[src/design/wsts_pkg.sv]
`timescale 1ns / 1ps
// ----------------------------------------------------------------------------
// wsts_pkg
// Types, codes and helpers shared by the work-stealing scheduler modules.
// ----------------------------------------------------------------------------
package wsts_pkg;

    localparam int DEF_MAX_WORKERS  = 8;
    localparam int DEF_QUEUE_DEPTH  = 4096;
    localparam int DEF_GLOBAL_DEPTH = 256;

    localparam logic [3:0]  RST_ACTIVE_WORKERS  = 4'd4;
    localparam logic [11:0] RST_STEAL_THRESHOLD = 12'd2;

    // Configuration register indexes.
    localparam logic REG_ACTIVE_WORKERS  = 1'b0;
    localparam logic REG_STEAL_THRESHOLD = 1'b1;

    localparam logic [1:0] CMD_SUBMIT_LOCAL  = 2'd0;
    localparam logic [1:0] CMD_SUBMIT_GLOBAL = 2'd1;
    localparam logic [1:0] CMD_FETCH         = 2'd2;

    localparam logic [2:0] ST_OK   = 3'd0;
    localparam logic [2:0] ST_NULL = 3'd1;
    localparam logic [2:0] ST_BADW = 3'd2;
    localparam logic [2:0] ST_FULL = 3'd3;
    localparam logic [2:0] ST_NONE = 3'd4;

    localparam logic [1:0] SRC_OWN    = 2'd0;
    localparam logic [1:0] SRC_GLOBAL = 2'd1;
    localparam logic [1:0] SRC_STOLEN = 2'd2;

    typedef enum logic [1:0] {
        OP_LOCAL,
        OP_GLOBAL,
        OP_FETCH,
        OP_REJECT
    } t_op;

    typedef struct packed {
        logic [1:0]  cmd;
        logic [2:0]  worker;
        logic [31:0] task_req;
    } t_in_item;

    typedef struct packed {
        logic [2:0]  status;
        logic [31:0] task_out;
        logic [1:0]  source;
        logic [2:0]  victim;
    } t_out_item;

    // Classified command handed from the front end to the execution unit.
    typedef struct packed {
        t_op         op;
        logic [2:0]  worker;
        logic [31:0] task_req;
        logic [2:0]  status;
    } t_qent;

    // Number of workers in use: zero acts as one, the maximum caps it.
    function automatic logic [6:0] eff_workers(input logic [3:0] active, input int max_w);
        logic [6:0] n;
        n = {3'd0, active};
        if (active == 4'd0) begin
            n = 7'd1;
        end else if (32'(active) > max_w) begin
            n = 7'(max_w);
        end
        return n;
    endfunction

endpackage

[src/design/wsts_front.sv]
`timescale 1ns / 1ps
// ----------------------------------------------------------------------------
// wsts_front
// Accepts items, marks null, bad-worker and unused commands as rejected, and
// keeps the classified commands in a two-entry queue for the execution unit.
// ----------------------------------------------------------------------------
module wsts_front #(
    parameter int MAX_WORKERS = wsts_pkg::DEF_MAX_WORKERS
) (
    input  logic              i_clk,
    input  logic              i_rst_n,
    input  logic [3:0]        i_active_workers,
    input  logic              i_in_valid,
    output logic              o_in_stall,
    input  wsts_pkg::t_in_item i_in_item,
    output logic              o_q_valid,
    input  logic              i_q_pop,
    output wsts_pkg::t_qent   o_q_ent
);

    wsts_pkg::t_qent r_q [2];
    logic            r_wp;
    logic            r_rp;
    logic [1:0]      r_cnt;
    wsts_pkg::t_qent n_ent;
    logic [6:0]      eff_n;
    logic            push;
    logic            pop;
    logic            bad_w;
    logic            null_t;

    assign eff_n  = wsts_pkg::eff_workers(i_active_workers, MAX_WORKERS);
    assign bad_w  = {4'd0, i_in_item.worker} >= eff_n;
    assign null_t = i_in_item.task_req == 32'd0;

    always_comb begin
        n_ent.worker   = i_in_item.worker;
        n_ent.task_req = i_in_item.task_req;
        n_ent.status   = wsts_pkg::ST_OK;
        n_ent.op       = wsts_pkg::OP_REJECT;
        unique case (i_in_item.cmd)
            wsts_pkg::CMD_SUBMIT_LOCAL: begin
                if (null_t) begin
                    n_ent.status = wsts_pkg::ST_NULL;
                end else if (bad_w) begin
                    n_ent.status = wsts_pkg::ST_BADW;
                end else begin
                    n_ent.op = wsts_pkg::OP_LOCAL;
                end
            end
            wsts_pkg::CMD_SUBMIT_GLOBAL: begin
                if (null_t) begin
                    n_ent.status = wsts_pkg::ST_NULL;
                end else begin
                    n_ent.op = wsts_pkg::OP_GLOBAL;
                end
            end
            wsts_pkg::CMD_FETCH: begin
                if (bad_w) begin
                    n_ent.status = wsts_pkg::ST_BADW;
                end else begin
                    n_ent.op = wsts_pkg::OP_FETCH;
                end
            end
            default: begin
                n_ent.status = wsts_pkg::ST_NONE;
            end
        endcase
    end

    assign o_in_stall = r_cnt == 2'd2;
    assign push       = i_in_valid && !o_in_stall;
    assign o_q_valid  = r_cnt != 2'd0;
    assign pop        = i_q_pop && o_q_valid;
    assign o_q_ent    = r_q[r_rp];

    always_ff @(posedge i_clk) begin
        if (push) begin
            r_q[r_wp] <= n_ent;
        end
    end

    always_ff @(posedge i_clk) begin
        if (!i_rst_n) begin
            r_wp  <= 1'b0;
            r_rp  <= 1'b0;
            r_cnt <= 2'd0;
        end else begin
            if (push) begin
                r_wp <= !r_wp;
            end
            if (pop) begin
                r_rp <= !r_rp;
            end
            r_cnt <= r_cnt + 2'(push) - 2'(pop);
        end
    end

endmodule

[config.mk]
export PLATFORM = sky130hd
export DESIGN_NAME = wsts_front
export DESIGN_NICKNAME = d
export VERILOG_FILES = /design/src/design/wsts_pkg.sv /design/src/design/wsts_front.sv
export SDC_FILE = /design/constraint.sdc
export NUM_CORES = 1
export LEC_CHECK = 0
export BUFFER_PORTS_ARGS = -buffer_cell sky130_fd_sc_hd__clkbuf_2
export CAP_MARGIN = 10
export CORE_MARGIN = 1.5
export CORE_UTILIZATION = 52
export CTS_CLUSTER_DIAMETER = 150
export DETAILED_ROUTE_END_ITERATION = 10
export HOLD_SLACK_MARGIN = 0.1
export PLACE_DENSITY = 0.77
export SYNTH_ARGS = -nofsm -noshare
export SYNTH_HDL_FRONTEND = slang
export SYNTH_SLANG_ARGS = --single-unit
[constraint.sdc]
create_clock -name i_clk -period 4.11 [get_ports i_clk]
set_clock_uncertainty 0.2 [all_clocks]
set_input_delay 0.822 -clock i_clk [delete_from_list [all_inputs] [get_ports i_clk]]
set_output_delay 0.822 -clock i_clk [all_outputs]
set_load 0.01 [all_outputs]
Yosys cells after proc, flatten, opt, wreduce, memory -nomap -nowiden
Memory sizes are Yosys's and may differ from the RTL's. A register that Yosys moved wholly into a read port is not among the register bits.
Index checks and enable logic that the tools add are counted.
Word-level totals
  register bits: 4
  bits in writable memories: 80
  bits of input ports: 45
  memories: 1
Operators by class
  add/sub/neg operators: 2
  order comparisons: 2
  equal/unequal tests: 3
  mux-type cells: 15
  reductions and logical operators: 9
Memories
  r_q: words 2, width 40, read ports 1, clocked after Yosys merged registers in 1, wr ports 1, RTL line wsts_front.sv:21  | wsts_pkg::t_qent r_q [2];
Operators with widths (number)
  32-bit logical NOT: 1
  2-bit two-way mux: 5
  3-bit case mux with 3 select lines: 1
  4-bit two-way mux: 2
  3-bit by 7-bit >= comparator with 1-bit output: 1
  1-bit two-way mux: 6
  2-bit case mux with 3 select lines: 1
  2-bit equality test (second input constant): 2
  4-bit greater-than comparator (second input constant): 1
  4-bit logical NOT: 1
  1-bit logical NOT: 3
  2-bit by 1-bit adder with 2-bit output: 1
  2-bit by 1-bit equality test with 1-bit output (second input constant): 1
  1-bit logical AND: 2
  2-bit logical NOT: 1
  2-bit nonzero test: 1
  2-bit by 1-bit subtractor with 2-bit output: 1

Depth between registers and ports, before layout
  word-level depth: 7
  depth in mapped cells: 8

Worst setup path after synthesis
OpenSTA, ideal clock, no wires.
  path type: input port to flip-flop
  start point: in i_in_valid
  end point: mem r_q[0][0] in the netlist's numbering (enable)
  setup time: 0.437 ns
  arrival time: 2.601 ns
  path slack: 0.872 ns
  stages on the path: 2
  path buffers: 0
  cell sequence: nand2_1 -> nor2_1
Between the ends
  longest elaborated chain between the ends: 3
RTL lines
  from (decl): RTL line wsts_front.sv:13  | input logic i_in_valid,
  1-bit logical AND: RTL line wsts_front.sv:72  | assign push = i_in_valid && !o_in_stall;
  1-bit two-way mux: RTL line wsts_front.sv:78  | if (push) begin
  1-bit two-way mux (not written as such): RTL line wsts_front.sv:79  | r_q[r_wp] <= n_ent;
  to (decl): RTL line wsts_front.sv:21
No other way between the ends.

==> results by stage <==
Critical path:
- Along the worst path, the maximum fanout reaches 40.
- The endpoint type of the worst setup path is a primary output.
- On the worst path, the slowest cell contributes a delay of 960 ps.
- The critical path goes through mux2_2 -> clkbuf_2.
- In this run the critical register-to-register path is launched from r_cnt[0].
- The reg-to-reg endpoint is r_q[0][16].
- For the worst flop-to-flop path, the logic depth is 4.
- The type of the setup path with the least slack is reg -> out.
- The cell with the largest stage delay on the worst path is dfxtp_2.
- The register-to-register path setup slack is 1990 ps.
- Data arrives at the worst endpoint at 1870 ps.
- In this run the worst setup path terminates at o_q_ent[12].
- The kind of launch point of the worst setup path is a flop.
- The required time of the critical path is 3090 ps.

Power:
- IR analysis of the VDD net gives a maximum drop of 378 µV.
- In this run the power density over the cells is 583 nW/µm².
- The leakage power total is 1.55 nW.

Logic synthesis:
- The synthesized design contains 85 register bits.
- By area the synthesized netlist is led by edfxtp_1 (73%), mux2_2 (14%), dfxtp_1 (3.0%).
- Ranked by instance count, the synthesized netlist is headed by edfxtp_1 (80), mux2_2 (40), nor4_1 (8), nor2_1 (6).
- Of the post-synthesis cell area, the dominant cell type holds 0.728.
- Counting every net in the synthesized netlist gives 228.
- The mapped netlist covers 3300 µm².
- The number of different library cells used by synthesis comes to 21.
- The area share of xor/xnor cells in the synthesized design is 0.0106.
- The most frequently used cell type in the post-synthesis netlist is edfxtp_1.
- Of the total synthesized cell area, the portion taken by AND, OR, NAND and NOR gates is 0.0641.
- The share of async-settable or async-resettable flops after synthesis is 0.
- For this run, the number of Yosys warnings is 0.
- Yosys mapped a number of flops with a built-in enable equal to 80.
- The dominant combinational cell family by area after synthesis is multiplexers.
- For this run, the register share of the synthesized area comes to 0.758.
- The fraction of synthesized area in multiplexers is 0.136.
- Averaged over all synthesized cells, the footprint is 18.5 µm².
- The area share of fa/ha/maj cells after synthesis is 0.0190.
- The cell taking the most area after synthesis is edfxtp_1.
- The cell count after synthesis is 178.
- The most frequently used flop master after synthesis is edfxtp_1.
- The compound-gate portion of the synthesized area is 0.00227.

Layout:
- Of the cells placed in the final design, the portion with a size suffix greater than 1 is 0.531.
- The area used by multi-input combinational logic is 776 µm².
- The finished layout holds 352 standard cells, fillers aside.
- The final net count is 322.
- The antenna diode instance count is 0.
- Compared with the post-synthesis result, the final layout area differs by 22.3%.
- The layout filler cell count is 452.
- Across the whole layout, storage elements account for 2500 µm².

Clock network:
- In this run, CTS created clock tree buffers numbering 9.
- The worst-case clock buffer depth is 2.
- The clock slew at the register clock pins of the worst setup and hold paths is 80 ps.
- The total number of H-tree levels is 3.
- TritonCTS built the clock tree.
- Clock latency on the worst-skew pair, taken at its later pin, is 330 ps.
- Hold repair after CTS inserted 0 buffers.
- Gates resized during post-CTS repair numbered 0.
- The tree is rooted in a clkbuf_8.
- In this run the post-CTS setup repair buffer count came out at 0.
- The tree built by TritonCTS fans out to 85 sinks.

Drt:
- After detailed routing, the wire length on met1 is 2400 µm.
- In the detailed route, the total length drawn on met3 is 338 µm.
- The final antenna-violating net count is 0.
- The routed length on met2 is 2970 µm.
- The highest routed metal layer is met4.
- The post-detailed-routing wire length is 5820 µm.
- For this run, the detailed router's first-pass iteration total came to 4.
- Dividing the detail-routed wire length by the instance count gives 16.5 µm.
- For this run, design rule violations remaining after detail routing come to 0.
- The DRC marker count from the first detailed-route iteration is 103.
- The via total after detailed routing is 1,821.
- The post-detailed-route via-to-cell ratio is 5.17.

Place:
- The post-placement worst setup slack is 1380 ps.
- The congestion estimate from routability-driven global placement came to 0.832.
- The half-perimeter wire length after detailed placement is 3950 µm.
- The number of I/O port buffers is 86.
- After detailed placement, the design holds a cell count of 336.

Floorplanning:
- The horizontal die dimension is 82.7 µm.
- Row generation in the floorplan step produced 28 rows.
- The die extent in y is 82.7 µm.
- The placeable core region is 6030 µm².
- The starting utilization of the core area is 0.548.
- In this run the count of I/O pins placed on the die edge is 87.
- The die area is 6830 µm².

Global route:
- The maximum number of pins on one net before global-route repair is 41.
- In the global route stage, overall resource usage came out at 0.184.
- The initial antenna violation count came to 0.
- The number of global-route vias before repair was 1,887.
- The total congestion overflow after global routing is 0.
- The first global-routing pass estimated 8840 µm of wire.

Timing:
- The fmax is 0.346 GHz.
- The clock period minus worst slack is 2890 ps.
- The period utilization is 0.704.
- At the pin with the least slew margin, the transition time is 959 ps.
- The worst pin sits at a relative slew slack of 0.361.
- The final count of negative-setup-slack endpoints is 0.
- The number of endpoints with negative hold slack in the final report was 0.
- Setup total negative slack on the finished layout was measured at 0 ps.
- The final hold slack is 354 ps.
- Setup repair after global routing left no endpoint under its margin.
- The count of final max-slew check failures is 0.
- Once routing completed, OpenROAD measured the worst setup slack at 1220 ps.

Run:
- The reported max-cap violation count is 0.

Min path:
- The type of the tightest min-delay check is reg -> reg.

Status:
- The flow ran to the end, and the final reports show no timing, DRC or antenna violations.
per-layer routing:
layer / vias to the layer above / global-route usage
met1: 873 / 0.214
met2: 59 / 0.313
met4: 0 / 0.0967
met5: - / 0
li1: 879 / -
met3: 10 / 0.0484
sequential cells by signal, summed over array words and instances, names as in the netlist, named ones only:
signal / cells
r_cnt: 2
r_q: 80
r_wp: 1
r_rp: 1
how the worst min path moves through the flow:
stage,startpoint,end,slack (ps),cells after the start
floorplan,r_rp,flop,300,2
global placement,r_rp,r_rp,320,2
detailed placement,r_rp,flop,320,2
CTS,r_rp,flop,350,2
global route,r_rp,flop,380,2
finish,r_rp,flop,350,2
placed cells by master, fill, tap and decap left out, types with 2 or more instances in the layout:
cell type  Yosys  routed
nand4_1        2       2
edfxtp_1      80      80
nor2_1         6       5
nor2b_1        3       3
ha_1           5       5
clkinv_2       0       2
inv_1          3       3
nand2b_1       4       4
mux2_2        40      40
clkbuf_2       0      86
nor4_1         8       8
clkbuf_8       0      10
bufinv_16      0       2
xnor2_1        4       4
and2_1         4       4
or3_1          3       3
dfxtp_1        5       4
per-stage QoR:
stage	cell area, µm²	total power [mW]	util
2_1_floorplan	3300	1.53	-
3_3_place_gp	3820	1.74	0.634
3_5_place_dp	3820	1.76	0.634
4_1_cts	4040	2.38	0.670
5_1_grt	4040	2.47	0.670
6_report	4040	2.35	0.670
power breakdown:
part	internal, mW	leakage, nW	total (mW)	switching, mW
registers	1.10	0.790	1.18	0.0823
logic	0.274	0.644	0.544	0.269
clock network	0.355	0.111	0.626	0.271
total	1.73	1.55	2.35	0.623
kinds of logic after synthesis:
kind of cell / after synthesis
buf+inv: 7
compound gates: 1
simple gates: 36
mux: 40
flops: 85
fa+ha+maj: 5
xor+xnor: 4
critical path: cells and delay by family, from the launching register on:
family | cells | cell delay (ps)
flip-flops | 1 | 960
multiplexers | 1 | 420
buffers and inverters | 1 | 140
area by class of cell:
type,instances,share of cell area
clock buffer,11,0.0350
multi-input combinational,86,0.192
inverter,3,0.00279
timing repair buffer,87,0.108
tap,75,0.0232
clock inverter,5,0.0183
sequential,85,0.620
No activity file was read; power rests on OpenSTA's default activity.
